[config.mk]
export PLATFORM = sky130hd
export DESIGN_NAME = io_readiness_notify_slot_flat
export DESIGN_NICKNAME = d
export VERILOG_FILES = /design/src/hw/rtl/ionslot_pkg.sv /design/src/hw/rtl/ionslot_req_if.sv /design/src/hw/rtl/ionslot_core.sv /design/src/hw/rtl/io_readiness_notify_slot.sv /design/src/flat_wrapper.sv
export SDC_FILE = /design/constraint.sdc
export NUM_CORES = 1
export LEC_CHECK = 0
export ABC_CLOCK_PERIOD_IN_PS = 1900
export BUFFER_PORTS_ARGS = -buffer_cell sky130_fd_sc_hd__buf_4
export CAP_MARGIN = 20
export CORE_UTILIZATION = 48
export CTS_CLUSTER_DIAMETER = 50
export CTS_CLUSTER_SIZE = 20
export DETAILED_ROUTE_END_ITERATION = 8
export PLACE_DENSITY = 0.72
export SYNTH_ARGS = -nofsm -noshare
export SYNTH_HDL_FRONTEND = slang
export SYNTH_SLANG_ARGS = --single-unit
export TNS_END_PERCENT = 10
[constraint.sdc]
create_clock -name clk_i -period 1.9 [get_ports clk_i]
set_input_delay 0.19 -clock clk_i [delete_from_list [all_inputs] [get_ports clk_i]]
set_output_delay 0.19 -clock clk_i [all_outputs]
set_load 0.02 [all_outputs]
[src/hw/rtl/ionslot_pkg.sv]
// Types and constants of the readiness slot.
// Depends on nothing.
`default_nettype none

package ionslot_pkg;

  localparam int unsigned CODE_BITS = 5;
  localparam int unsigned REQ_BITS  = 3;

  typedef enum logic [REQ_BITS-1:0] {
    REQ_REGISTER = 3'd0,
    REQ_SIGNAL   = 3'd1,
    REQ_SHUTDOWN = 3'd2,
    REQ_INIT     = 3'd3,
    REQ_DESTROY  = 3'd4
  } req_type_e;

  typedef enum logic [1:0] {
    MODE_NOT_READY = 2'd0,
    MODE_READY     = 2'd1,
    MODE_WAITING   = 2'd2,
    MODE_SHUTDOWN  = 2'd3
  } slot_mode_e;

  // Single-bit result flags passed from the slot core to the top level.
  typedef struct packed {
    logic dispatch;
    logic took_effect;
    logic fault;
  } flags_t;

endpackage

`default_nettype wire

[src/hw/rtl/ionslot_req_if.sv]
// Valid/ready channels of the readiness slot: request and response.
// Depends on ionslot_pkg.
`default_nettype none

interface ionslot_req_if
  import ionslot_pkg::*;
#(
  parameter int unsigned HANDLE_BITS = 16
) ();
  logic                   valid;
  logic                   ready;
  logic [REQ_BITS-1:0]    req_type;
  logic [HANDLE_BITS-1:0] waiter_handle;
  logic [CODE_BITS-1:0]   error_code;

  modport source (output valid, req_type, waiter_handle, error_code, input ready);
  modport sink   (input valid, req_type, waiter_handle, error_code, output ready);
endinterface

interface ionslot_rsp_if
  import ionslot_pkg::*;
#(
  parameter int unsigned HANDLE_BITS = 16
) ();
  logic                   valid;
  logic                   ready;
  logic                   dispatch;
  logic [HANDLE_BITS-1:0] dispatch_handle;
  logic [CODE_BITS-1:0]   dispatch_status;
  logic                   took_effect;
  logic                   fault;

  modport source (output valid, dispatch, dispatch_handle, dispatch_status, took_effect,
                  fault, input ready);
  modport sink   (input valid, dispatch, dispatch_handle, dispatch_status, took_effect,
                  fault, output ready);
endinterface

`default_nettype wire

[src/hw/rtl/ionslot_core.sv]
// Slot state registers and the per-request update and result logic.
// Depends on ionslot_pkg.
`default_nettype none

module ionslot_core
  import ionslot_pkg::*;
#(
  parameter int unsigned HANDLE_BITS = 16
) (
  input  wire logic                   clk_i,
  input  wire logic                   rst_ni,
  input  wire logic                   step_i,
  input  wire logic [REQ_BITS-1:0]    req_type_i,
  input  wire logic [HANDLE_BITS-1:0] handle_i,
  input  wire logic [CODE_BITS-1:0]   code_i,
  output flags_t                      flags_o,
  output logic      [HANDLE_BITS-1:0] disp_handle_o,
  output logic      [CODE_BITS-1:0]   disp_status_o
);

  slot_mode_e             mode_q, mode_d;
  logic [HANDLE_BITS-1:0] pend_q, pend_d;
  logic [CODE_BITS-1:0]   code_q, code_d;

  always_comb begin
    mode_d        = mode_q;
    pend_d        = pend_q;
    code_d        = code_q;
    flags_o       = '0;
    disp_handle_o = '0;
    disp_status_o = '0;
    case (req_type_e'(req_type_i))
      REQ_REGISTER: begin
        case (mode_q)
          MODE_NOT_READY: begin
            mode_d = MODE_WAITING;
            pend_d = handle_i;
          end
          MODE_READY: begin
            mode_d           = MODE_NOT_READY;
            flags_o.dispatch = 1'b1;
            disp_handle_o    = handle_i;
          end
          MODE_SHUTDOWN: begin
            flags_o.dispatch = 1'b1;
            disp_handle_o    = handle_i;
            disp_status_o    = code_q;
          end
          default: flags_o.fault = 1'b1;  // waiter already pending, drop new one
        endcase
      end
      REQ_SIGNAL: begin
        if (mode_q == MODE_NOT_READY) begin
          mode_d = MODE_READY;
        end else if (mode_q == MODE_WAITING) begin
          mode_d           = MODE_NOT_READY;
          flags_o.dispatch = 1'b1;
          disp_handle_o    = pend_q;
        end
      end
      REQ_SHUTDOWN: begin
        if (mode_q != MODE_SHUTDOWN) begin
          if (mode_q == MODE_WAITING) begin
            flags_o.dispatch = 1'b1;
            disp_handle_o    = pend_q;
            disp_status_o    = code_i;
          end
          mode_d              = MODE_SHUTDOWN;
          code_d              = code_i;
          flags_o.took_effect = 1'b1;
        end
      end
      REQ_INIT: begin
        mode_d = MODE_NOT_READY;
        pend_d = '0;
        code_d = '0;
      end
      REQ_DESTROY: begin
        flags_o.fault = (mode_q == MODE_WAITING);
        mode_d        = MODE_SHUTDOWN;
        code_d        = '0;
      end
      default: ;  // unknown request: no change, zero result
    endcase
  end

  always_ff @(posedge clk_i or negedge rst_ni) begin
    if (!rst_ni) begin
      mode_q <= MODE_NOT_READY;
      pend_q <= '0;
      code_q <= '0;
    end else if (step_i) begin
      mode_q <= mode_d;
      pend_q <= pend_d;
      code_q <= code_d;
    end
  end

endmodule

`default_nettype wire

[src/hw/rtl/io_readiness_notify_slot.sv]
// Top level of the readiness slot: request register, slot core, result register.
// Depends on ionslot_pkg, ionslot_req_if, ionslot_rsp_if and ionslot_core.
//
//   channel | dir | modport | payload
//   --------+-----+---------+-------------------------------------------------
//   req_i   | in  | sink    | req_type, waiter_handle, error_code
//   rsp_o   | out | source  | dispatch, dispatch_handle, dispatch_status,
//           |     |         | took_effect, fault
//
// One request per cycle while no result stalls. A request transfer lands in the
// request register; when the result register is free or its result transfers,
// the core updates the slot state and loads the result register, which offers
// the result on rsp_o until it transfers.
// Reset clears the slot to not-ready and empties both registers.
// A stalled result holds in the result register; the request register refills
// in the same cycle its item moves on, so req_i.ready drops only while both hold.
`default_nettype none

module io_readiness_notify_slot
  import ionslot_pkg::*;
#(
  parameter int unsigned HANDLE_BITS = 16
) (
  input wire logic     clk_i,
  input wire logic     rst_ni,
  ionslot_req_if.sink  req_i,
  ionslot_rsp_if.source rsp_o
);

  // Request register.
  logic                   in_valid_q;
  logic [REQ_BITS-1:0]    req_type_q;
  logic [HANDLE_BITS-1:0] handle_q;
  logic [CODE_BITS-1:0]   code_q;

  // Result register.
  logic                   out_valid_q;
  flags_t                 flags_q;
  logic [HANDLE_BITS-1:0] disp_handle_q;
  logic [CODE_BITS-1:0]   disp_status_q;

  // Core results for the item in the request register.
  flags_t                 flags_d;
  logic [HANDLE_BITS-1:0] disp_handle_d;
  logic [CODE_BITS-1:0]   disp_status_d;

  logic advance;
  logic in_xfer;

  // Move the held request into the core when the result register is free or its result transfers.
  assign advance     = in_valid_q && (!out_valid_q || rsp_o.ready);
  assign req_i.ready = !in_valid_q || advance;
  assign in_xfer     = req_i.valid && req_i.ready;

  always_ff @(posedge clk_i or negedge rst_ni) begin
    if (!rst_ni) begin
      in_valid_q <= 1'b0;
    end else if (req_i.ready) begin
      in_valid_q <= req_i.valid;
    end
  end

  always_ff @(posedge clk_i) begin
    if (in_xfer) begin
      req_type_q <= req_i.req_type;
      handle_q   <= req_i.waiter_handle;
      code_q     <= req_i.error_code;
    end
  end

  ionslot_core #(
    .HANDLE_BITS(HANDLE_BITS)
  ) u_core (
    .clk_i        (clk_i),
    .rst_ni       (rst_ni),
    .step_i       (advance),
    .req_type_i   (req_type_q),
    .handle_i     (handle_q),
    .code_i       (code_q),
    .flags_o      (flags_d),
    .disp_handle_o(disp_handle_d),
    .disp_status_o(disp_status_d)
  );

  // Hold the result until its transfer; load a new one on advance.
  always_ff @(posedge clk_i or negedge rst_ni) begin
    if (!rst_ni) begin
      out_valid_q <= 1'b0;
    end else if (advance) begin
      out_valid_q <= 1'b1;
    end else if (rsp_o.ready) begin
      out_valid_q <= 1'b0;
    end
  end

  always_ff @(posedge clk_i) begin
    if (advance) begin
      flags_q       <= flags_d;
      disp_handle_q <= disp_handle_d;
      disp_status_q <= disp_status_d;
    end
  end

  assign rsp_o.valid           = out_valid_q;
  assign rsp_o.dispatch        = flags_q.dispatch;
  assign rsp_o.dispatch_handle = disp_handle_q;
  assign rsp_o.dispatch_status = disp_status_q;
  assign rsp_o.took_effect     = flags_q.took_effect;
  assign rsp_o.fault           = flags_q.fault;

endmodule

`default_nettype wire

[src/flat_wrapper.sv]
// flat-port wrapper written by rule: the top's interface ports become plain ports
module io_readiness_notify_slot_flat import ionslot_pkg::*;
#(
  parameter int unsigned HANDLE_BITS = 16
)
  (clk_i, rst_ni, req_i_valid, req_i_req_type, req_i_waiter_handle, req_i_error_code, req_i_ready, rsp_o_valid, rsp_o_dispatch, rsp_o_dispatch_handle, rsp_o_dispatch_status, rsp_o_took_effect, rsp_o_fault, rsp_o_ready);
  ionslot_req_if #(.HANDLE_BITS(HANDLE_BITS)) req_i_i ();
  ionslot_rsp_if #(.HANDLE_BITS(HANDLE_BITS)) rsp_o_i ();
  input wire logic clk_i;
  input wire logic rst_ni;
  input wire logic [$bits(req_i_i.valid)-1:0] req_i_valid;
  input wire logic [$bits(req_i_i.req_type)-1:0] req_i_req_type;
  input wire logic [$bits(req_i_i.waiter_handle)-1:0] req_i_waiter_handle;
  input wire logic [$bits(req_i_i.error_code)-1:0] req_i_error_code;
  output wire logic [$bits(req_i_i.ready)-1:0] req_i_ready;
  output wire logic [$bits(rsp_o_i.valid)-1:0] rsp_o_valid;
  output wire logic [$bits(rsp_o_i.dispatch)-1:0] rsp_o_dispatch;
  output wire logic [$bits(rsp_o_i.dispatch_handle)-1:0] rsp_o_dispatch_handle;
  output wire logic [$bits(rsp_o_i.dispatch_status)-1:0] rsp_o_dispatch_status;
  output wire logic [$bits(rsp_o_i.took_effect)-1:0] rsp_o_took_effect;
  output wire logic [$bits(rsp_o_i.fault)-1:0] rsp_o_fault;
  input wire logic [$bits(rsp_o_i.ready)-1:0] rsp_o_ready;
  assign req_i_i.valid = req_i_valid;
  assign req_i_i.req_type = req_i_req_type;
  assign req_i_i.waiter_handle = req_i_waiter_handle;
  assign req_i_i.error_code = req_i_error_code;
  assign req_i_ready = req_i_i.ready;
  assign rsp_o_valid = rsp_o_i.valid;
  assign rsp_o_dispatch = rsp_o_i.dispatch;
  assign rsp_o_dispatch_handle = rsp_o_i.dispatch_handle;
  assign rsp_o_dispatch_status = rsp_o_i.dispatch_status;
  assign rsp_o_took_effect = rsp_o_i.took_effect;
  assign rsp_o_fault = rsp_o_i.fault;
  assign rsp_o_i.ready = rsp_o_ready;
  io_readiness_notify_slot #(.HANDLE_BITS(HANDLE_BITS)) u_core (.clk_i(clk_i), .rst_ni(rst_ni), .req_i(req_i_i), .rsp_o(rsp_o_i));
endmodule
== Yosys cells after proc, flatten, opt, wreduce, memory -nomap -nowiden ==
Cells that the tools add are included.
Widths: inputs -> output; s select.
Cells by class
  equality and inequality tests: 12
  muxes and demuxes: 27
  reduce and logical (&&, ||, !) cells: 18
Operators by type and width (number)
  $mux 16: 5
  $pmux 16 s3: 1
  $pmux 16 s2: 1
  $mux 5: 4
  $pmux 5 s2: 2
  $pmux 2 s5: 1
  $mux 2: 4
  $eq 3x2->1 const B: 2
  $mux 1: 6
  $ne 2x2->1 const B: 3
  $reduce_and 3->1: 2
  $reduce_bool 2->1: 3
  $reduce_and 5->1: 1
  $reduce_bool 5->1: 1
  $eq 2x2->1 const B: 2
  $pmux 2 s2: 1
  $reduce_or 2->1: 2
  $eq 3x1->1 const B: 1
  $eq 3x3->1 const B: 1
  $logic_not 3->1: 1
  $ne 3x2->1 const B: 1
  $ne 3x3->1 const B: 1
  $pmux 1 s3: 1
  $reduce_or 3->1: 1
  6 further kinds: 9
Word-level totals
  bits in registers: 73
  logic and storage cells: 70
  input bits: 28

== Longest topological paths before layout ==
Gate-level depths: netlist of the first run.
  word-level depth: 5
  gate-level depth with buffers: 6
  gate-level depth less buffers: 3

== By module ==
A second synthesis of the first run with hierarchy kept.
Unflattened totals
  cell total of the unflattened synthesis: 193
  area total of the unflattened synthesis: 2970.3 um^2
By module, submodules not included
  io_readiness_notify_slot: instances 1, area each 1545.2 um^2, seq. area each 1491.4 um^2, cells each 56
  ionslot_core: instances 1, area each 1425.1 um^2, seq. area each 575.6 um^2, cells each 137

== Least setup slack after synthesis of the first run ==
No wires, ideal clock.
  path type: reg-to-reg
  start: reg u_core.out_valid_q, in the netlist u_core.rsp_o.valid
  end: reg u_core.flags_q (netlist bit u_core.rsp_o.dispatch), enable pin
  arrival: 1.710 ns
  buffers on the path: 0
  setup slack: -0.214 ns
  library setup time: 0.405 ns
  cell stages (with the launch flop): 3
  cell sequence: dfrtp_1 > nor2b_1 > nor2_1
On the way
  longest elaborated chain between the ends: 3
Ends and longest elaborated chain
  start, declared: RTL line io_readiness_notify_slot.sv:37  | logic out_valid_q;
  start signal, assigned: RTL line io_readiness_notify_slot.sv:88  | out_valid_q <= 1'b0;
  start signal, assigned: RTL line io_readiness_notify_slot.sv:90  | out_valid_q <= 1'b1;
  start signal, assigned: RTL line io_readiness_notify_slot.sv:92  | out_valid_q <= 1'b0;
  $logic_not 1->1: RTL line io_readiness_notify_slot.sv:51  | assign advance = in_valid_q && (!out_valid_q || rsp_o.ready);
  $logic_or 1x1->1: RTL line io_readiness_notify_slot.sv:51
  $logic_and 1x1->1: RTL line io_readiness_notify_slot.sv:51
  named net u_core.advance: RTL line io_readiness_notify_slot.sv:47  | logic advance;
  end signal, assigned: RTL line io_readiness_notify_slot.sv:98  | flags_q <= flags_d;
  end, declared: RTL line io_readiness_notify_slot.sv:38  | flags_t flags_q;
The timed path passes the listed nets, and every way through them passes these cells.
A chain may end at the register's enable or synchronous reset.

== Worst setup path after layout of the first run ==
  start: reg u_core.req_type_q[1]
  end: reg u_core.u_core.pend_q[5]
On the way
  longest elaborated chain between the ends: 3
Ends and longest elaborated chain
  start, declared: RTL line io_readiness_notify_slot.sv:32  | logic [REQ_BITS-1:0] req_type_q;
  start signal, assigned: RTL line io_readiness_notify_slot.sv:65  | req_type_q <= req_i.req_type;
  $eq 3x2->1 / $logic_not 3->1 (equally long branches): RTL line ionslot_core.sv:32  | case (req_type_e'(req_type_i))
  $reduce_bool 2->1 (no line) / $ne 2x2->1 (equally long branches)
  $reduce_and 3->1 (no line)
  end signal, assigned: RTL line ionslot_core.sv:94  | pend_q <= pend_d;
  end, declared: RTL line ionslot_core.sv:22  | logic [HANDLE_BITS-1:0] pend_q, pend_d;
Several ways; a longest one is shown, not always the timed one.

==> results of run 1 <==
[cell usage after synthesis (all sizes together), types with 4 or more instances]
cell type   n
nand2      22
nor2       20
a32oi      16
mux2i      16
a22o        5
dfrtp      25
edfxtp     48
a32o        5
clkbuf     11
and2        4
inv        19
nor2b       4
[metrics by stage]
stage               setup slack, ns  hold WS, ns
floorplan                    -0.172       -0.106
global placement             0.0865        0.118
detailed placement          0.00590        0.117
CTS                        0.000977      0.00634
global route                -0.0397     0.000506
finish                     -0.00296       0.0152
[worst max-delay path by stage]
stage | from | to | slack [ns]
finish | u_core.req_type_q[1]$_DFFE_PP_ | u_core.u_core.pend_q[5]$_DFFE_PN0P_ | -0.003
global route | u_core.req_type_q[1]$_DFFE_PP_ | u_core.u_core.pend_q[5]$_DFFE_PN0P_ | -0.04
CTS | u_core.u_core.mode_q[1]$_DFFE_PN0P_ | u_core.u_core.pend_q[5]$_DFFE_PN0P_ | 0.001
detailed placement | u_core.u_core.mode_q[1]$_DFFE_PN0P_ | u_core.u_core.pend_q[5]$_DFFE_PN0P_ | 0.006
global placement | u_core.req_type_q[1]$_DFFE_PP_ | u_core.rsp_o.dispatch_status[1]$_DFFE_PP_ | 0.09
floorplan | u_core.u_core.mode_q[1]$_DFFE_PN0P_ | u_core.u_core.pend_q[10]$_DFFE_PN0P_ | -0.17
[layout make-up]
cell class / count / area share [%]
clock inverters: 5 / 1.45
multi-input cells: 117 / 20.7
flip-flops and latches: 73 / 53.1
inverters: 19 / 1.83
well taps: 75 / 2.41
repair buffers: 81 / 17.1
clock buffers: 11 / 3.37
[routing by layer]
metal | track usage, % | up-vias | part of all wire, %
met1 | 24.6 | 1015 | 44
li1 | - | 974 | -
met3 | 5.84 | 14 | 3.3
met4 | 10.2 | 0 | 2.2
met2 | 32.1 | 49 | 51
met5 | 0 | - | 0
[logic make-up (layout without fill, tap and decap cells)]
logic type	count (synthesis)	after routing	synth area share, %
buf+inv	32	116	4.38
flops	73	73	68.9
simple gates	66	66	11.0
compound gates	35	35	10.5
mux	16	16	5.34
[worst register-to-register path, cell delays in order, from the launching register on]
cell and delay, ns:
edfxtp_1 0.41, or4_4 0.56, a2111oi_4 0.33, buf_4 0.18, buf_12 0.13, mux2i_1 0.21
[repair_timing]
item / in CTS / in global routing
endpoints found under the hold margin: 25 / 11
resized for setup: 0 / 2
hold buffers: 1 / 11
setup buffers: 0 / 2
setup endpoints to repair: 0 / 29
[power groups by stage]
stage / Sequential [W] / Combinational [W] / Clock [W]
after floorplan: 0.00215 / 0.000348 / 0
after global placement: 0.00211 / 0.000632 / 0
after detailed placement: 0.00213 / 0.000657 / 0
after CTS: 0.00209 / 0.000660 / 0.00118
after global routing: 0.00212 / 0.000752 / 0.00126
final: 0.00210 / 0.000683 / 0.00117
[sequential cells by signal, summed over array words and instances, names as in the netlist]
| signal | count |
|---|---|
| u_core.req_type_q | 3 |
| u_core.rsp_o.valid | 1 |
| u_core.u_core.code_q | 5 |
| u_core.u_core.pend_q | 16 |
| u_core.rsp_o.took_effect | 1 |
| u_core.code_q | 5 |
| u_core.u_core.mode_q | 2 |
| u_core.rsp_o.fault | 1 |
| u_core.in_valid_q | 1 |
| u_core.rsp_o.dispatch | 1 |
| u_core.handle_q | 16 |
| u_core.rsp_o.dispatch_status | 5 |
| u_core.rsp_o.dispatch_handle | 16 |
==> impl_results.md, run 1 <==
- Layout filler cell count: between 400 and 500
- Internal power: between 0.002 and 0.003 W
- Clock network power share: between 20 and 30%
- Die width: 81.1 um
- Post-DP Area: 3550 sq um
- Sequential share of the synthesized area: approximately 69%
- Arrival @ worst endpoint: 2.17 ns
- Worst hold start: req_i_req_type[0]
- Logic pwr share: between 15 and 20%
- Grt total ovfl: 0
- First-pass GRT wire length: approximately 9300 um
- Initial antenna violation count: 0
- Post-Route Skew: 0.00889 ns
- Synth area leaders: edfxtp_1 (48%), dfrtp_1 (21%), mux2i_1 (5.3%)
- Top cell type's share of synthesized area: between 40% and 50%
- Pwr Density: 1010 nW/um^2
- Clock Path Buffers: 2
- Final setup viols: 1
- Most frequent cells in the layout: buf_4 (67), edfxtp_1 (48), dfrtp_1 (25)
- N_diodes: 0
- Status: complete, but fails checks
- Port Buf Inserts: 53
- Unique cell type count in the Yosys netlist: 33
- Total power: 0.00395 W
- WS Path Type: reg -> reg
- Mapped Cells: roughly 220
- Max FO, Critical Path: 8
- Worst path slowest cell: or4_4
- Core footprint: roughly 6000 sq um
- Multi-input logic area: approximately 810 sq um
- Top delay family on crit path: simple AND/OR/NAND/NOR gates
- Post-DP HPWL: roughly 3900 um
- Hold Path Sink: u_core.req_type_q[0]$_DFFE_PP_
- F_max: 525 MHz
- CTS tree: built
- RSZ-0062 raised after global routing: true
- Final period utilization: 100%
- Final min period: between 1.5 and 2 ns
- Drt first pass iters: 4
- Sequential Power Share: a little over half
- Dpl cells: 350
- Setup crit start kind: register
- WL final: a little over 6000 um
- Synth Net Count: 250
- Pin count of the biggest net entering global routing: 26
- Nets: ~330
- Clk slew on worst S/H paths: about 0.08 ns
- WP depth: 5
- Boundary pin count: 54
- Leak: roughly 1.6 nW
- Post-route DRC violation count: 0
- Rows: 28
- Seq cells post-synth: 73
- Max_cap viols: 0
- Worst endpoint required time: ~2.2 ns
- Synth Cell Area: roughly 3000 sq um
- Mean Syn Cell Area: about 14 sq um
- CP Cell Sequence: or4_4 > a2111oi_4 > buf_4 > buf_12 > mux2i_1
- Worst R2R Start: u_core.req_type_q[1]$_DFFE_PP_
- Final core utilization: about two thirds
- Violated checks: setup timing
- Hold crit path type: in -> reg
- DRT antenna net count: 0
- Total track usage: 20.0%
- Setup TNS Final: -0.00296 ns
- Post-synth EDFFs: 48
- Post-synth top area cell: edfxtp_1
- Routability Congestion: ~0.8
- TritonCTS Buffers: 9
- Switching part of the total: between 20% and 30%
- FF-to-FF setup slack: -0.003 ns
- Slew headroom: roughly 62%
- Number of global-route vias before repair: roughly 1,900
- Number of vias per cell: 5.39
- Total die area: 6570 sq um
- Layout cells sized above 1: 29.4%
- Fin worst setup slack: -0.00296 ns
- Starting Density: between 50 and 60%
- Clock sinks: between 70 and 80
- Tightest Pin Transition: roughly 0.57 ns
- Root Buffer Master: clkbuf_8
- Sw power: between 0.001 and 0.0015 W
- Clock Latency Late Sink: between 0.3 and 0.4 ns
- H-Tree Depth: 3
- Register area: 2070 sq um
- Ys flop type: edfxtp_1
- Final non-filler cell total: between 300 and 400
- Syn. warnings: 0
- CP Capture Type: register
- Per-cell routed wire length: 15.9 um
- Die Height: slightly above 80 um
- Worst VDD drop: ~0.00056 V
- FF-to-FF path depth: 5
- Via count: 2,052
- Hold Path Depth: 1
- Area delta synth->final: 29.8%
- Endpoints failing hold: 0
- Slowest stage delay, CP: about 0.56 ns
- Initial DRC Count: about 170
- Commonest non-fill, non-tap cell in the layout: buf_4
- Synth async-reset ratio: roughly 34%
- WP buf/inv: 2
- Slew Viols, Final: 0
- R2r endpoint: u_core.u_core.pend_q[5]$_DFFE_PN0P_
- Post-route design area: between 3000 and 4000 sq um
No activity file was read; power rests on OpenSTA's default activity.
==> run 2: changes to the inputs <==
--- a/config.mk
+++ b/config.mk
@@ -5,6 +5,7 @@
 export SDC_FILE = /design/constraint.sdc
 export NUM_CORES = 1
 export LEC_CHECK = 0
+export ABC_AREA = 1
 export ABC_CLOCK_PERIOD_IN_PS = 1900
 export BUFFER_PORTS_ARGS = -buffer_cell sky130_fd_sc_hd__buf_4
 export CAP_MARGIN = 20
==> impl_results.md, run 2 <==
- Top delay family on crit path: simple AND/OR/NAND/NOR gates
- Starting Density: 50.7% (+0.62 points)
- Final setup viols: 0 (-1)
- Most frequent cells after synthesis: nand2_1 (79), edfxtp_1 (48), nand3_1 (39), dfrtp_1 (25), inv_1 (19)
- Post-CTS Hold Fix Bufs: 1 (unchanged)
- Fin worst setup slack: 0.259 ns (+0.262 ns)
- Setup crit start kind: register
- Worst hold start: req_i_waiter_handle[4]
- Max FO, Critical Path: 17 (+9)
- Final core utilization: 61.5% (-3.6 points)
- Arrival @ worst endpoint: 1.86 ns (-0.31 ns)
- Via count: 2,203 (+7.4%)
- Clock Path Buffers: 2 (unchanged)
- Post-synth EDFFs: 48 (unchanged)
- F_max: 609 MHz (+16%)
- TritonCTS Buffers: 9 (unchanged)
- Initial antenna violation count: 0 (unchanged)
- Postcts setup bufs: 0 (unchanged)
- Layout cells sized above 1: 25.5% (-3.9 points)
- Tightest Pin Transition: 0.688 ns (+0.113 ns)
- Status: complete, no violations
- Leak: 1.72 nW (+7.4%)
- WL final: 6000 um (-0.71%)
- Clock Latency Late Sink: 0.34 ns (about the same)
- Seq cells post-synth: 73 (unchanged)
- Post-DP HPWL: 3980 um (+3.5%)
- Nets: 369 (+12%)
- Total die area: 6730 sq um (+2.4%)
- Hold crit path type: in -> reg
- Number of vias per cell: 5.25 (-2.6%)
- FF-to-FF setup slack: 0.26 ns (+0.26 ns)
- Rows: 28 (unchanged)
- Synth area leaders: edfxtp_1 (47%), dfrtp_1 (20%), nand2_1 (9.6%)
- Root Buffer Master: clkbuf_8
- Synth Cell Area: 3070 sq um (+2.4%)
- Slowest stage delay, CP: 0.53 ns (-0.03 ns)
- Commonest non-fill, non-tap cell in the layout: nand2_1
- Unique cell type count in the Yosys netlist: 22 (-33%)
- Worst path slowest cell: edfxtp_1
- Area delta synth->final: 21.2%
- Routability Congestion: 0.842 (+4.8%)
- Worst Setup SP: u_core.req_type_q[1]$_DFFE_PP_
- Die width: 82.0 um (+1.2%)
- Die Height: 82.0 um (+1.2%)
- Pin count of the biggest net entering global routing: 26 (unchanged)
- Drt first pass iters: 4 (unchanged)
- Syn. warnings: 0 (unchanged)
- Hold WS: 0.0236 ns (+0.00841 ns)
- Clk slew on worst S/H paths: 0.07 ns (about the same)
- CTS tree: built
- Number of global-route vias before repair: 2,099 (+9.0%)
- Post-route design area: 3720 sq um (-4.4%)
- Ys flop type: edfxtp_1
- Worst R2R Start: u_core.req_type_q[1]$_DFFE_PP_
- Worst endpoint required time: 2.12 ns (-0.05 ns)
- Final min period: 1.64 ns (-0.262 ns)
- Grt total ovfl: 0 (unchanged)
- Initial DRC Count: 135 (-19%)
- Endpoints failing hold: 0 (unchanged)
- Core footprint: 6060 sq um (+1.2%)
- First-pass GRT wire length: 9640 um (+3.4%)
- Total track usage: 20.3% (+0.27 points)
- CP Cell Sequence: inv_2 > nand2_4 > nor2_8 > nand2_4 > nand2_4 > nand2_4 > nand2_1 > nand2_1
- # resized after CTS: 0 (unchanged)
- Most frequent cells in the layout: nand2_1 (79), buf_4 (62), edfxtp_1 (48)
- Worst VDD drop: 0.000540 V (-4.3%)
- Post-DP Area: 3550 sq um (+0.18%)
- Sequential share of the synthesized area: 67.2% (-1.6 points)
- Layout filler cell count: 503 (+16%)
- Final period utilization: 86.4% (-14 points)
- Mean Syn Cell Area: 11.0 sq um (-19%)
- Synth Net Count: 308 (+23%)
- Post-Route Skew: 0.0114 ns (+0.00248 ns)
- Worst slack, placed: 0.269 ns (+0.263 ns)
- Post-synth top area cell: edfxtp_1
- Top cell type's share of synthesized area: 46.9% (-1.1 points)
- N_diodes: 0 (unchanged)
- Post-route DRC violation count: 0 (unchanged)
- Boundary pin count: 54 (unchanged)
- Clock sinks: 73 (unchanged)
- Synth async-reset ratio: 34.2% (unchanged)
- H-Tree Depth: 3 (unchanged)
- WS Path Type: reg -> reg
- Mapped Cells: 280 (+26%)
- WP buf/inv: 1 (-1)
- DRT antenna net count: 0 (unchanged)
- Count leader, synth: nand2_1
- Slew Viols, Final: 0 (unchanged)
- CP Capture Type: register
- RSZ-0062 raised after global routing: false
- Max_cap viols: 0 (unchanged)
- Setup TNS Final: 0 ns (+0.00296 ns)
- Per-cell routed wire length: 14.3 um (-9.9%)
- Pwr Density: 1090 nW/um^2 (+7.5%)
- Slew headroom: 54.1% (-7.4 points)
- Port Buf Inserts: 53 (unchanged)
- Cell mode on critical path: nand2_4
==> run 2: report_power, final <==
part | switching (W) | internal [W]
registers | 0.000177 | 0.00203
clock network | 0.000518 | 0.000493
logic | 0.000530 | 0.000310
==> run 2: path summary, 6_finish.rpt <==
path | cells past startpoint | endpoint
setup / recovery | 8 | u_core.u_core.pend_q[1]$_DFFE_PN0P_
hold / removal | 1 | u_core.handle_q[4]$_DFFE_PP_
setup reg to reg | 8 | u_core.u_core.pend_q[1]$_DFFE_PN0P_
hold reg to reg | 2 | u_core.u_core.pend_q[7]$_DFFE_PN0P_
max in group asynchronous | 2 | u_core.rsp_o.valid$_DFFE_PN0P_
min in group asynchronous | 2 | u_core.u_core.pend_q[10]$_DFFE_PN0P_
==> run 2: cell families after synthesis <==
group / synth area share [%]
flip-flops: 67.2
AND/OR/NAND/NOR: 24.7
AO/OA/AOI/OAI: 2.56
buffers and inverters: 5.49
==> run 2: area by class of cell <==
cell class              count  area (sq um)  share of cell area [%]
well taps                  75          93.8                    2.52
flip-flops and latches     73          2070                    55.5
clock buffers              11           141                    3.80
clock inverters             4          21.3                   0.571
multi-input cells         173           846                    22.7
inverters                  21          80.1                    2.15
repair buffers             63           475                    12.8
==> run 2: metal layers <==
layer | track usage [%] | share of wire [%] | wire length [um] | vias to the layer above
met4 | 11.6 | 2.6 | 153 | 0
met1 | 25.1 | 41 | 2470 | 1020
li1 | - | - | - | 1076
met5 | 0 | 0 | 0 | -
met3 | 5.44 | 7.4 | 441 | 13
met2 | 32.1 | 49 | 2930 | 94
==> run 2: metrics by stage <==
step	power [W]	cells
after CTS	0.00410	420
after global placement	0.00304	404
final	0.00406	420
after global routing	0.00430	420
after detailed placement	0.00308	404
after floorplan	0.00276	280
